### config.mk
export PLATFORM = sky130hd
export DESIGN_NAME = timer_min_heap_scheduler_flat
export DESIGN_NICKNAME = d
export VERILOG_FILES = /design/src/hw/rtl/tmh_pkg.sv /design/src/hw/rtl/tmh_if.sv /design/src/hw/rtl/tmh_ram.sv /design/src/hw/rtl/tmh_cmp.sv /design/src/hw/rtl/timer_min_heap_scheduler.sv /design/src/flat_wrapper.sv
export SDC_FILE = /design/constraint.sdc
export NUM_CORES = 2
export LEC_CHECK = 0
export BUFFER_PORTS_ARGS = -buffer_cell sky130_fd_sc_hd__buf_4
export CAP_MARGIN = 20
export CORE_MARGIN = 2
export CORE_UTILIZATION = 55
export CTS_CLUSTER_SIZE = 28
export DETAILED_ROUTE_END_ITERATION = 6
export PLACE_DENSITY = 0.7
export SLEW_MARGIN = 20
export SYNTH_ARGS = -nofsm -noshare
export SYNTH_HDL_FRONTEND = slang
export SYNTH_HIERARCHICAL = 1
export SYNTH_SLANG_ARGS = --single-unit
### constraint.sdc
create_clock -name clock -period 15.4 [get_ports clock]
set_input_delay 2.31 -clock clock [delete_from_list [all_inputs] [get_ports clock]]
set_output_delay 2.31 -clock clock [all_outputs]
set_load 0.01 [all_outputs]
### src/hw/rtl/tmh_pkg.sv
// shared types, constants and codes of the timer min-heap scheduler
package tmh_pkg;

   localparam int HEAP_DEPTH = 32;
   localparam int TIME_BITS  = 48;
   localparam int NUM_TAGS   = 32;
   localparam int TAG_BITS   = $clog2(NUM_TAGS);
   localparam int IDX_BITS   = $clog2(HEAP_DEPTH);
   localparam int SIZE_BITS  = $clog2(HEAP_DEPTH + 1);

   // fixed widths of the channel fields
   localparam int OP_BITS       = 3;
   localparam int STATUS_BITS   = 2;
   localparam int POS_BITS      = 5;
   localparam int OUT_TIME_BITS = 48;
   localparam int CNT_BITS      = 6;

   typedef enum logic [OP_BITS-1:0] {
      OP_INSERT  = 3'd0,
      OP_REMOVE  = 3'd1,
      OP_RESCHED = 3'd2,
      OP_FIRE    = 3'd3,
      OP_TIMEOUT = 3'd4,
      OP_CLEAR   = 3'd5
   } op_type;

   typedef enum logic [STATUS_BITS-1:0] {
      ST_OK    = 2'd0,
      ST_FULL  = 2'd1,
      ST_EMPTY = 2'd2,
      ST_TAG   = 2'd3
   } status_type;

   typedef struct packed {
      logic [TIME_BITS-1:0] expiry;
      logic [TAG_BITS-1:0]  tag;
   } entry_type;

   typedef enum logic [4:0] {
      S_IDLE,
      S_DECODE,
      S_RM_OLD,
      S_RS_OLD,
      S_LAST,
      S_UP_RD,
      S_UP_CMP,
      S_DN_CHK,
      S_DN_L,
      S_DN_R,
      S_DN_CMP,
      S_PUT,
      S_FIRE_CHK,
      S_FIRE_CMP,
      S_FIRE_END,
      S_TO_CMP,
      S_RESULT
   } state_type;

endpackage

### src/hw/rtl/tmh_if.sv
// request and response channel interfaces of the timer min-heap scheduler
interface tmh_req_if;
   logic       valid;
   logic       ready;
   logic [2:0] operation;
   logic [4:0] job_tag;
   logic [47:0] expiry_time;
   logic [47:0] now_time;

   modport source (output valid, output operation, output job_tag, output expiry_time,
                   output now_time, input ready);
   modport sink   (input valid, input operation, input job_tag, input expiry_time,
                   input now_time, output ready);
endinterface

interface tmh_rsp_if;
   logic        valid;
   logic        ready;
   logic [1:0]  status;
   logic [4:0]  fired_tag;
   logic        fired_valid;
   logic [4:0]  heap_position;
   logic [47:0] time_left;
   logic [5:0]  fire_count;
   logic        last;

   modport source (output valid, output status, output fired_tag, output fired_valid,
                   output heap_position, output time_left, output fire_count,
                   output last, input ready);
   modport sink   (input valid, input status, input fired_tag, input fired_valid,
                   input heap_position, input time_left, input fire_count,
                   input last, output ready);
endinterface

### src/hw/rtl/tmh_ram.sv
// generic single write port ram with registered read
module tmh_ram #(
   parameter int WIDTH = 8,
   parameter int DEPTH = 32
) (
   input  logic                     clock,
   input  logic                     wr_en,
   input  logic [$clog2(DEPTH)-1:0] wr_addr,
   input  logic [WIDTH-1:0]         wr_data,
   input  logic                     rd_en,
   input  logic [$clog2(DEPTH)-1:0] rd_addr,
   output logic [WIDTH-1:0]         rd_data
);

   logic [WIDTH-1:0] mem_ff [DEPTH];
   logic [WIDTH-1:0] rd_data_ff;

   // write port
   always_ff @(posedge clock) begin
      if (wr_en) begin
         mem_ff[wr_addr] <= wr_data;
      end
   end

   // registered read, held while idle
   always_ff @(posedge clock) begin
      if (rd_en) begin
         rd_data_ff <= mem_ff[rd_addr];
      end
   end

   assign rd_data = rd_data_ff;

endmodule

### src/hw/rtl/tmh_cmp.sv
// shared expiry compare and subtract unit
module tmh_cmp (
   input  logic [tmh_pkg::TIME_BITS-1:0] a,
   input  logic [tmh_pkg::TIME_BITS-1:0] b,
   output logic                          lt,
   output logic [tmh_pkg::TIME_BITS-1:0] diff
);
   import tmh_pkg::*;

   // a below b, and distance from a up to b
   assign lt   = (a < b);
   assign diff = b - a;

endmodule

### src/hw/rtl/timer_min_heap_scheduler.sv
// top level of the timer min-heap scheduler
//
// Usage: one operation enters per transfer on req_chan (insert, remove,
// reschedule, fire, timeout query, clear all); results leave on rsp_chan,
// the final one of each operation marked by last. Fire gives one result
// per due job, earliest first, or a single empty result when none is due.
// The heap lives in one ram with a registered read; a tag-to-position
// table with a scheduled flag per tag sits in flip-flops. A sequencer
// steps one shared compare unit through the sift loop, one ram read and
// at most one ram write per cycle.
// Insert sifts the new entry up one heap level per step; remove and
// reschedule sift the moved entry up or down, and fire pops each due
// root and sifts the tail entry down while entries remain.
// req_chan is ready only between operations.
// Reset (synchronous) empties the heap and marks every tag unscheduled.
// A stalled receiver holds the output register; the sequencer waits on
// it before writing each further result, and no result is lost.
module timer_min_heap_scheduler (
   input  logic         clock,
   input  logic         reset,
   tmh_req_if.sink      req_chan,
   tmh_rsp_if.source    rsp_chan
);
   import tmh_pkg::*;

   state_type                state_ff, state_in;
   op_type                   op_ff, op_in;
   logic [TAG_BITS-1:0]      tag_ff, tag_in;
   logic [TIME_BITS-1:0]     now_ff, now_in;
   logic [TIME_BITS-1:0]     cur_exp_ff, cur_exp_in;
   logic [TAG_BITS-1:0]      cur_tag_ff, cur_tag_in;
   logic [TIME_BITS-1:0]     old_exp_ff, old_exp_in;
   logic [TIME_BITS-1:0]     y_exp_ff, y_exp_in;
   logic [TAG_BITS-1:0]      y_tag_ff, y_tag_in;
   logic [IDX_BITS-1:0]      y_idx_ff, y_idx_in;
   logic [IDX_BITS-1:0]      idx_ff, idx_in;
   logic [SIZE_BITS-1:0]     size_ff, size_in;
   logic [SIZE_BITS-1:0]     cnt_ff, cnt_in;
   logic [TAG_BITS-1:0]      pend_tag_ff, pend_tag_in;
   status_type               res_status_ff, res_status_in;
   logic [IDX_BITS-1:0]      res_pos_ff, res_pos_in;
   logic [TIME_BITS-1:0]     res_time_ff, res_time_in;
   logic [NUM_TAGS-1:0]      sched_ff, sched_in;
   logic [IDX_BITS-1:0]      tpos_ff [NUM_TAGS];
   logic                     tpos_we;
   logic [TAG_BITS-1:0]      tpos_wtag;
   logic [IDX_BITS-1:0]      tpos_wval;

   // output register
   logic                     out_valid_ff;
   status_type               out_status_ff;
   logic [TAG_BITS-1:0]      out_tag_ff;
   logic                     out_fvalid_ff;
   logic [IDX_BITS-1:0]      out_pos_ff;
   logic [TIME_BITS-1:0]     out_time_ff;
   logic [SIZE_BITS-1:0]     out_cnt_ff;
   logic                     out_last_ff;
   logic                     emit;
   status_type               e_status;
   logic [TAG_BITS-1:0]      e_tag;
   logic                     e_fvalid;
   logic [IDX_BITS-1:0]      e_pos;
   logic [TIME_BITS-1:0]     e_time;
   logic [SIZE_BITS-1:0]     e_cnt;
   logic                     e_last;

   // ram ports
   logic                     wr_en, rd_en;
   logic [IDX_BITS-1:0]      wr_addr, rd_addr;
   entry_type                wr_data, rd_data;

   // compare unit
   logic [TIME_BITS-1:0]     cmp_a, cmp_b, cmp_diff;
   logic                     cmp_lt;

   // derived conditions
   logic                     accept, out_free, sched_hit, full, at_leaf, r_ok;
   logic [IDX_BITS-1:0]      tpos_hit, parent_idx, l_idx, r_idx;
   logic [SIZE_BITS-1:0]     size_m1, r_sz;

   tmh_ram #(.WIDTH($bits(entry_type)), .DEPTH(HEAP_DEPTH)) u_heap (
      .clock   (clock),
      .wr_en   (wr_en),
      .wr_addr (wr_addr),
      .wr_data (wr_data),
      .rd_en   (rd_en),
      .rd_addr (rd_addr),
      .rd_data (rd_data)
   );

   tmh_cmp u_cmp (
      .a    (cmp_a),
      .b    (cmp_b),
      .lt   (cmp_lt),
      .diff (cmp_diff)
   );

   assign accept     = req_chan.valid && req_chan.ready;
   assign out_free   = !out_valid_ff || rsp_chan.ready;
   assign tpos_hit   = tpos_ff[tag_ff];
   assign sched_hit  = sched_ff[tag_ff] && (SIZE_BITS'(tpos_hit) < size_ff);
   assign full       = (size_ff == SIZE_BITS'(HEAP_DEPTH));
   assign size_m1    = size_ff - SIZE_BITS'(1);
   assign parent_idx = (idx_ff - IDX_BITS'(1)) >> 1;
   assign l_idx      = IDX_BITS'({idx_ff, 1'b1});
   assign r_sz       = SIZE_BITS'(l_idx) + SIZE_BITS'(1);
   assign r_idx      = IDX_BITS'(r_sz);
   assign r_ok       = (r_sz < size_ff);
   assign at_leaf    = (SIZE_BITS'(idx_ff) >= (size_ff >> 1));

   // compare operand selection
   always_comb begin
      cmp_a = cur_exp_ff;
      cmp_b = rd_data.expiry;
      case (state_ff)
         S_LAST: begin
            cmp_a = rd_data.expiry;
            cmp_b = old_exp_ff;
         end
         S_DN_R: begin
            cmp_a = rd_data.expiry;
            cmp_b = y_exp_ff;
         end
         S_DN_CMP: begin
            cmp_a = cur_exp_ff;
            cmp_b = y_exp_ff;
         end
         S_FIRE_CMP, S_TO_CMP: begin
            cmp_a = now_ff;
            cmp_b = rd_data.expiry;
         end
         default: begin
            cmp_a = cur_exp_ff;
            cmp_b = rd_data.expiry;
         end
      endcase
   end

   // next state
   always_comb begin
      state_in = state_ff;
      unique case (state_ff)
         S_IDLE:     if (req_chan.valid) state_in = S_DECODE;
         S_DECODE: begin
            unique case (op_ff)
               OP_INSERT:  state_in = (sched_hit || full) ? S_RESULT : S_UP_RD;
               OP_REMOVE: begin
                  if (!sched_hit || size_m1 == '0 || SIZE_BITS'(tpos_hit) == size_m1) begin
                     state_in = S_RESULT;
                  end else begin
                     state_in = S_RM_OLD;
                  end
               end
               OP_RESCHED: state_in = sched_hit ? S_RS_OLD : S_RESULT;
               OP_FIRE:    state_in = S_FIRE_CHK;
               OP_TIMEOUT: state_in = (size_ff == '0) ? S_RESULT : S_TO_CMP;
               default:    state_in = S_RESULT;
            endcase
         end
         S_RM_OLD:   state_in = S_LAST;
         S_RS_OLD:   state_in = cmp_lt ? S_UP_RD : S_DN_CHK;
         S_LAST:     state_in = cmp_lt ? S_UP_RD : S_DN_CHK;
         S_UP_RD:    state_in = (idx_ff == '0) ? S_PUT : S_UP_CMP;
         S_UP_CMP:   state_in = cmp_lt ? S_UP_RD : S_PUT;
         S_DN_CHK:   state_in = at_leaf ? S_PUT : S_DN_L;
         S_DN_L:     state_in = r_ok ? S_DN_R : S_DN_CMP;
         S_DN_R:     state_in = S_DN_CMP;
         S_DN_CMP:   state_in = cmp_lt ? S_PUT : S_DN_CHK;
         S_PUT:      state_in = (op_ff == OP_FIRE) ? S_FIRE_CHK : S_RESULT;
         S_FIRE_CHK: state_in = (size_ff == '0) ? S_FIRE_END : S_FIRE_CMP;
         S_FIRE_CMP: begin
            if (cmp_lt) begin
               state_in = S_FIRE_END;
            end else if (cnt_ff != '0 && !out_free) begin
               state_in = S_FIRE_CMP;
            end else if (size_m1 != '0) begin
               state_in = S_LAST;
            end else begin
               state_in = S_FIRE_CHK;
            end
         end
         S_FIRE_END: if (out_free) state_in = S_IDLE;
         S_TO_CMP:   state_in = S_RESULT;
         S_RESULT:   if (out_free) state_in = S_IDLE;
         default:    state_in = S_IDLE;
      endcase
   end

   // datapath, ram and result controls
   always_comb begin
      op_in         = op_ff;
      tag_in        = tag_ff;
      now_in        = now_ff;
      cur_exp_in    = cur_exp_ff;
      cur_tag_in    = cur_tag_ff;
      old_exp_in    = old_exp_ff;
      y_exp_in      = y_exp_ff;
      y_tag_in      = y_tag_ff;
      y_idx_in      = y_idx_ff;
      idx_in        = idx_ff;
      size_in       = size_ff;
      cnt_in        = cnt_ff;
      pend_tag_in   = pend_tag_ff;
      res_status_in = res_status_ff;
      res_pos_in    = res_pos_ff;
      res_time_in   = res_time_ff;
      sched_in      = sched_ff;
      tpos_we       = 1'b0;
      tpos_wtag     = cur_tag_ff;
      tpos_wval     = idx_ff;
      wr_en         = 1'b0;
      wr_addr       = idx_ff;
      wr_data       = '{expiry: cur_exp_ff, tag: cur_tag_ff};
      rd_en         = 1'b0;
      rd_addr       = '0;
      emit          = 1'b0;
      e_status      = ST_OK;
      e_tag         = '0;
      e_fvalid      = 1'b0;
      e_pos         = '0;
      e_time        = '0;
      e_cnt         = '0;
      e_last        = 1'b0;
      unique case (state_ff)
         S_IDLE: begin
            if (accept) begin
               op_in         = op_type'(req_chan.operation);
               tag_in        = req_chan.job_tag;
               cur_tag_in    = req_chan.job_tag;
               cur_exp_in    = TIME_BITS'(req_chan.expiry_time);
               now_in        = TIME_BITS'(req_chan.now_time);
               cnt_in        = '0;
               res_status_in = ST_OK;
               res_pos_in    = '0;
               res_time_in   = '0;
            end
         end
         S_DECODE: begin
            unique case (op_ff)
               OP_INSERT: begin
                  if (sched_hit) begin
                     res_status_in = ST_TAG;
                  end else if (full) begin
                     res_status_in = ST_FULL;
                  end else begin
                     idx_in           = IDX_BITS'(size_ff);
                     size_in          = size_ff + SIZE_BITS'(1);
                     sched_in[tag_ff] = 1'b1;
                  end
               end
               OP_REMOVE: begin
                  if (!sched_hit) begin
                     res_status_in = ST_TAG;
                  end else begin
                     sched_in[tag_ff] = 1'b0;
                     size_in          = size_m1;
                     idx_in           = tpos_hit;
                     rd_en            = 1'b1;
                     rd_addr          = tpos_hit;
                  end
               end
               OP_RESCHED: begin
                  if (!sched_hit) begin
                     res_status_in = ST_TAG;
                  end else begin
                     idx_in  = tpos_hit;
                     rd_en   = 1'b1;
                     rd_addr = tpos_hit;
                  end
               end
               OP_TIMEOUT: begin
                  if (size_ff == '0) begin
                     res_status_in = ST_EMPTY;
                  end else begin
                     rd_en   = 1'b1;
                     rd_addr = '0;
                  end
               end
               OP_CLEAR: begin
                  sched_in = '0;
                  size_in  = '0;
               end
               default: begin
                  res_status_in = ST_OK;
               end
            endcase
         end
         // old entry read back, fetch the tail entry
         S_RM_OLD: begin
            old_exp_in = rd_data.expiry;
            rd_en      = 1'b1;
            rd_addr    = IDX_BITS'(size_ff);
         end
         S_LAST: begin
            cur_exp_in = rd_data.expiry;
            cur_tag_in = rd_data.tag;
         end
         S_UP_RD: begin
            if (idx_ff != '0) begin
               rd_en   = 1'b1;
               rd_addr = parent_idx;
            end
         end
         // parent moves down one level
         S_UP_CMP: begin
            if (cmp_lt) begin
               wr_en     = 1'b1;
               wr_addr   = idx_ff;
               wr_data   = rd_data;
               tpos_we   = 1'b1;
               tpos_wtag = rd_data.tag;
               tpos_wval = idx_ff;
               idx_in    = parent_idx;
            end
         end
         S_DN_CHK: begin
            if (!at_leaf) begin
               rd_en   = 1'b1;
               rd_addr = l_idx;
            end
         end
         S_DN_L: begin
            y_exp_in = rd_data.expiry;
            y_tag_in = rd_data.tag;
            y_idx_in = l_idx;
            if (r_ok) begin
               rd_en   = 1'b1;
               rd_addr = r_idx;
            end
         end
         S_DN_R: begin
            if (cmp_lt) begin
               y_exp_in = rd_data.expiry;
               y_tag_in = rd_data.tag;
               y_idx_in = r_idx;
            end
         end
         // smaller child moves up one level
         S_DN_CMP: begin
            if (!cmp_lt) begin
               wr_en     = 1'b1;
               wr_addr   = idx_ff;
               wr_data   = '{expiry: y_exp_ff, tag: y_tag_ff};
               tpos_we   = 1'b1;
               tpos_wtag = y_tag_ff;
               tpos_wval = idx_ff;
               idx_in    = y_idx_ff;
            end
         end
         S_PUT: begin
            wr_en     = 1'b1;
            wr_addr   = idx_ff;
            wr_data   = '{expiry: cur_exp_ff, tag: cur_tag_ff};
            tpos_we   = 1'b1;
            tpos_wtag = cur_tag_ff;
            tpos_wval = idx_ff;
            if (op_ff == OP_INSERT || op_ff == OP_RESCHED) begin
               res_pos_in = idx_ff;
            end
         end
         S_FIRE_CHK: begin
            if (size_ff != '0) begin
               rd_en   = 1'b1;
               rd_addr = '0;
            end
         end
         // root due: flush the pending result, pop the root
         S_FIRE_CMP: begin
            if (!cmp_lt && (cnt_ff == '0 || out_free)) begin
               if (cnt_ff != '0) begin
                  emit     = 1'b1;
                  e_tag    = pend_tag_ff;
                  e_fvalid = 1'b1;
                  e_cnt    = cnt_ff;
               end
               pend_tag_in            = rd_data.tag;
               cnt_in                 = cnt_ff + SIZE_BITS'(1);
               sched_in[rd_data.tag]  = 1'b0;
               size_in                = size_m1;
               old_exp_in             = rd_data.expiry;
               idx_in                 = '0;
               if (size_m1 != '0) begin
                  rd_en   = 1'b1;
                  rd_addr = IDX_BITS'(size_m1);
               end
            end
         end
         S_FIRE_END: begin
            if (out_free) begin
               emit   = 1'b1;
               e_last = 1'b1;
               if (cnt_ff != '0) begin
                  e_tag    = pend_tag_ff;
                  e_fvalid = 1'b1;
                  e_cnt    = cnt_ff;
               end
            end
         end
         S_TO_CMP: begin
            res_time_in = cmp_lt ? cmp_diff : '0;
         end
         S_RESULT: begin
            if (out_free) begin
               emit     = 1'b1;
               e_status = res_status_ff;
               e_pos    = res_pos_ff;
               e_time   = res_time_ff;
               e_last   = 1'b1;
            end
         end
         default: begin
            emit = 1'b0;
         end
      endcase
   end

   // control registers
   always_ff @(posedge clock) begin
      if (reset) begin
         state_ff     <= S_IDLE;
         size_ff      <= '0;
         sched_ff     <= '0;
         out_valid_ff <= 1'b0;
      end else begin
         state_ff <= state_in;
         size_ff  <= size_in;
         sched_ff <= sched_in;
         if (emit) begin
            out_valid_ff <= 1'b1;
         end else if (rsp_chan.ready) begin
            out_valid_ff <= 1'b0;
         end
      end
   end

   // payload registers
   always_ff @(posedge clock) begin
      op_ff         <= op_in;
      tag_ff        <= tag_in;
      now_ff        <= now_in;
      cur_exp_ff    <= cur_exp_in;
      cur_tag_ff    <= cur_tag_in;
      old_exp_ff    <= old_exp_in;
      y_exp_ff      <= y_exp_in;
      y_tag_ff      <= y_tag_in;
      y_idx_ff      <= y_idx_in;
      idx_ff        <= idx_in;
      cnt_ff        <= cnt_in;
      pend_tag_ff   <= pend_tag_in;
      res_status_ff <= res_status_in;
      res_pos_ff    <= res_pos_in;
      res_time_ff   <= res_time_in;
      if (tpos_we) begin
         tpos_ff[tpos_wtag] <= tpos_wval;
      end
      if (emit) begin
         out_status_ff <= e_status;
         out_tag_ff    <= e_tag;
         out_fvalid_ff <= e_fvalid;
         out_pos_ff    <= e_pos;
         out_time_ff   <= e_time;
         out_cnt_ff    <= e_cnt;
         out_last_ff   <= e_last;
      end
   end

   // ports
   assign req_chan.ready         = (state_ff == S_IDLE);
   assign rsp_chan.valid         = out_valid_ff;
   assign rsp_chan.status        = out_status_ff;
   assign rsp_chan.fired_tag     = out_tag_ff;
   assign rsp_chan.fired_valid   = out_fvalid_ff;
   assign rsp_chan.heap_position = POS_BITS'(out_pos_ff);
   assign rsp_chan.time_left     = OUT_TIME_BITS'(out_time_ff);
   assign rsp_chan.fire_count    = CNT_BITS'(out_cnt_ff);
   assign rsp_chan.last          = out_last_ff;

endmodule
### src/flat_wrapper.sv
// flat-port wrapper written by rule: the top's interface ports become plain ports
module timer_min_heap_scheduler_flat import tmh_pkg::*;
  (clock, reset, req_chan_valid, req_chan_operation, req_chan_job_tag, req_chan_expiry_time, req_chan_now_time, req_chan_ready, rsp_chan_valid, rsp_chan_status, rsp_chan_fired_tag, rsp_chan_fired_valid, rsp_chan_heap_position, rsp_chan_time_left, rsp_chan_fire_count, rsp_chan_last, rsp_chan_ready);
  tmh_req_if req_chan_i ();
  tmh_rsp_if rsp_chan_i ();
  input  logic clock;
  input  logic reset;
  input wire logic [$bits(req_chan_i.valid)-1:0] req_chan_valid;
  input wire logic [$bits(req_chan_i.operation)-1:0] req_chan_operation;
  input wire logic [$bits(req_chan_i.job_tag)-1:0] req_chan_job_tag;
  input wire logic [$bits(req_chan_i.expiry_time)-1:0] req_chan_expiry_time;
  input wire logic [$bits(req_chan_i.now_time)-1:0] req_chan_now_time;
  output wire logic [$bits(req_chan_i.ready)-1:0] req_chan_ready;
  output wire logic [$bits(rsp_chan_i.valid)-1:0] rsp_chan_valid;
  output wire logic [$bits(rsp_chan_i.status)-1:0] rsp_chan_status;
  output wire logic [$bits(rsp_chan_i.fired_tag)-1:0] rsp_chan_fired_tag;
  output wire logic [$bits(rsp_chan_i.fired_valid)-1:0] rsp_chan_fired_valid;
  output wire logic [$bits(rsp_chan_i.heap_position)-1:0] rsp_chan_heap_position;
  output wire logic [$bits(rsp_chan_i.time_left)-1:0] rsp_chan_time_left;
  output wire logic [$bits(rsp_chan_i.fire_count)-1:0] rsp_chan_fire_count;
  output wire logic [$bits(rsp_chan_i.last)-1:0] rsp_chan_last;
  input wire logic [$bits(rsp_chan_i.ready)-1:0] rsp_chan_ready;
  assign req_chan_i.valid = req_chan_valid;
  assign req_chan_i.operation = req_chan_operation;
  assign req_chan_i.job_tag = req_chan_job_tag;
  assign req_chan_i.expiry_time = req_chan_expiry_time;
  assign req_chan_i.now_time = req_chan_now_time;
  assign req_chan_ready = req_chan_i.ready;
  assign rsp_chan_valid = rsp_chan_i.valid;
  assign rsp_chan_status = rsp_chan_i.status;
  assign rsp_chan_fired_tag = rsp_chan_i.fired_tag;
  assign rsp_chan_fired_valid = rsp_chan_i.fired_valid;
  assign rsp_chan_heap_position = rsp_chan_i.heap_position;
  assign rsp_chan_time_left = rsp_chan_i.time_left;
  assign rsp_chan_fire_count = rsp_chan_i.fire_count;
  assign rsp_chan_last = rsp_chan_i.last;
  assign rsp_chan_i.ready = rsp_chan_ready;
  timer_min_heap_scheduler u_core (.clock(clock), .reset(reset), .req_chan(req_chan_i), .rsp_chan(rsp_chan_i));
endmodule
==> results.py <==
metrics = {
    "layout": {
        "drive_above_1_share_pct": 11.28,
        "final_common_cell": "edfxtp_1",
        "area_growth_pct": 11.63,
        "most-common-layout-cells": "edfxtp_1 (2263), mux2i_1 (912), nand2_1 (783)",
        "fin_nets": 6934,
        "fillers": 12861,
        "final_core_util_pct": 61.64,
    },
    "sta": {
        "min_period_over_period_pct": 68.49,
        "final-hold-violation-count": 0,
        "maxSlewHeadroom_pct": 20.44,
        "setup_tns_ns": 0,
        "maxSlewViolCount": 0,
        "fin_hold_ws_ns": 0.5093,
        "setup_viol": 0,
        "rsz0062_at_grt": "no",
        "worstMarginPinSlew_ns": 1.193,
        "period_needed_ns": 10.55,
        "fmaxAchievable_mhz": 94.81,
        "fin_worst_skew_ns": 0.03221,
    },
    "floorplanning": {
        "die-area_um2": 179800,
        "ios": 178,
        "fp.dieH_um": 424.0,
        "start_util_pct": 55.22,
        "die_w_um": 424.0,
        "coreArea_um2": 175700,
        "rows": 154,
    },
    "setup_path": {
        "cp-start-kind": "flip-flop",
        "r2r-end": "u_core/u_heap/rd_data[34]",
        "reg2reg_depth": 29,
        "endpoint_kind": "flip-flop",
        "cp.required_ns": 16.00,
        "crit_top_cell": "buf_4",
        "critPathKind": "flip-flop to flip-flop",
        "max_stage_delay_ns": 0.81,
        "crit_path_max_fanout": 72,
        "rrSetupSlack_ns": 4.85,
        "cpMaxStageDelayCell": "buf_4",
        "crit_arrival_ns": 11.15,
        "worstReg2RegStart": "u_core/state_ff[2]",
    },
    "pwr": {
        "ir_drop_uv": 178.5,
        "power.density_nw_per_um2": 206.6,
        "leakage_nw": 34.96,
    },
    "global_routing": {
        "grt_usage_pct": 28.66,
        "grt_max_degree": 132,
        "grt_pass1_wl_um": 378800,
        "antenna_found_initial": 2,
        "grt_pass1_vias": 56302,
        "grt_overflow": 0,
    },
    "clock_network": {
        "cts_resized": 0,
        "clkSinkCount": 2312,
        "clockBufferDepth": 3,
        "post-cts-setup-buffers": 0,
        "cts_buffers": 219,
        "cts-root-buf": "clkbuf_16",
        "cts_tree": "built",
        "cts_hold_buf": 0,
        "cts.clk_slew.worst_paths_ns": 0.06,
        "clk_latency_ns": 0.87,
        "htreeDepth": 4,
    },
    "routing": {
        "viasPerCell": 6.316,
        "drt_iter0_drc": 7944,
        "ant_nets": 0,
        "vias": 58587,
        "firstDrtPassIters": 7,
        "drt-total-wl_um": 261900,
        "route.detailed.drc": 12,
        "routedWlPerCell_um": 28.24,
    },
    "synthesis": {
        "ys.flop_type": "edfxtp_1",
        "yosysWarnings": 6,
        "synth-seq-cells": 2312,
        "synthCells": 6600,
        "netlist_area_um2": 97030,
        "ys_async_sr_fraction_pct": 0,
        "synth.distinct_cells": 94,
        "synth-edff-count": 2263,
        "seq_area_frac_synth_pct": 71.04,
        "syn_nets": 6779,
        "syn_area_per_cell_um2": 14.70,
    },
    "run": {
        "max-cap-violations": 0,
    },
    "outcome": {
        "violations": "design-rule violations",
        "status": "complete, but fails checks",
    },
    "placement": {
        "hpwl_um": 149000,
        "gp_congestion": 0.9656,
        "io_buffers": 177,
    },
    "worst_hold_path": {
        "hold_depth": 2,
        "hold_path.class": "flip-flop to flip-flop",
        "whs_endpoint": "u_core/sched_ff[17]",
        "min_from": "u_core/sched_ff[17]",
    },
}
==> synth_stat cells, drive strengths merged, types with 17 or more instances <==
master / instances / share of area [%]
and3: 54 / 0.35
xor2: 21 / 0.19
a21oi: 280 / 1.4
nand2b: 21 / 0.14
nand3: 208 / 1.1
nor2: 219 / 0.87
clkbuf: 219 / 0.85
a21o: 30 / 0.23
a22o: 108 / 0.97
o211ai: 38 / 0.31
nor3: 80 / 0.41
mux2: 24 / 0.28
o21ai: 148 / 0.77
nor2b: 31 / 0.20
mux4: 17 / 0.39
a22oi: 269 / 2.1
a211oi: 18 / 0.17
nand4: 22 / 0.15
and2: 119 / 0.77
buf: 176 / 1.1
a31oi: 110 / 0.72
dfxtp: 49 / 1.0
inv: 93 / 0.36
xnor2: 42 / 0.38
o22ai: 18 / 0.12
nand2: 792 / 3.1
mux2i: 912 / 9.4
edfxtp: 2263 / 70
ha: 70 / 0.90
==> area by class of cell <==
cell class                      instances  area, µm²  share of cell area, %
Antenna cell                            3      7.507               0.006931
Clock buffer                          284       5831                  5.383
Clock inverter                        115      943.4                 0.8710
Inverter                               94      352.8                 0.3257
Multi-Input combinational cell       3799      26640                  24.60
Sequential cell                      2312      68940                  63.64
Tap cell                             2340       2928                  2.703
Timing Repair Buffer                  329       2675                  2.470
==> where the power goes <==
part           internal (mW)  switching (mW)  total (mW)  leakage, nW
clock                   2.85            2.29        5.13         3.29
combinational           2.08            5.42        7.49         10.9
sequential              9.38           0.372        9.75         20.8
==> per-layer routing <==
layer  part of all wire, %  global-route usage [%]
met5                     0                       0
met1                    40                   40.87
met2                    47                   44.82
met4                   3.5                   10.23
met3                   9.8                   4.742
==> logic make-up after synthesis <==
group,share of synthesized area (%)
AOI/OAI and AO/OA,7.546
xor gates and xnor gates,0.5687
adders and majority gates,0.9233
buffers and inverters,2.312
DFF,71.04
muxes,10.08
and+or+nand+nor,7.524
==> worst max path at each step <==
stage / slack (ns) / start / to / depth (start not counted)
floorplan: 1.46 / u_core/state_ff[2] / u_core/y_exp_ff[0] / 22
global placement: 5.17 / u_core/state_ff[2] / u_core/u_heap/rd_data[34] / 31
detailed placement: 5.09 / u_core/state_ff[2] / u_core/u_heap/rd_data[34] / 32
CTS: 5.01 / u_core/state_ff[2] / u_core/u_heap/rd_data[34] / 29
global route: 4.37 / u_core/state_ff[2] / u_core/u_heap/rd_data[34] / 32
finish: 4.85 / u_core/state_ff[2] / u_core/u_heap/rd_data[34] / 29
==> sequential cells by signal (all words and copies together) (netlist names), 3 cells and up, named ones only <==
register and flops:
u_core/u_heap/mem_ff 1696, u_core/tpos_ff 160, u_core/u_heap/rd_data 53, u_core/cur_exp_ff 48, u_core/now_ff 48, u_core/old_exp_ff 48
u_core/res_time_ff 48, u_core/rsp_chan.time_left 48, u_core/y_exp_ff 48, u_core/sched_ff 32, u_core/cnt_ff 6, u_core/rsp_chan.fire_count 6
u_core/size_ff 6, u_core/cur_tag_ff 5, u_core/idx_ff 5, u_core/pend_tag_ff 5, u_core/res_pos_ff 5, u_core/rsp_chan.fired_tag 5
u_core/rsp_chan.heap_position 5, u_core/state_ff 5, u_core/tag_ff 5, u_core/y_idx_ff 5, u_core/y_tag_ff 5, u_core/op_ff 3
==> stage by stage <==
stage | worst slack (ns) | cell area (µm²) | total power [mW] | std cells
floorplan | 1.463 | 97030 | 14.18 | 6600
global placement | 5.174 | 101300 | 16.94 | 8867
detailed placement | 5.088 | 101400 | 17.10 | 8868
CTS | 5.010 | 108200 | 22.18 | 9267
global route | 4.374 | 108300 | 23.23 | 9273
finish | 4.853 | 108300 | 22.38 | 9276
==> worst max-delay path: cells and delay by family (launching register included) <==
kind	cells	cell delay, ns
buffers and inverters	7	3.64
DFF	1	0.67
muxes	1	0.53
AOI/OAI and AO/OA	8	2.62
and+or+nand+nor	12	2.34
adders and majority gates	1	0.36
No activity file was read; power rests on OpenSTA's default activity.
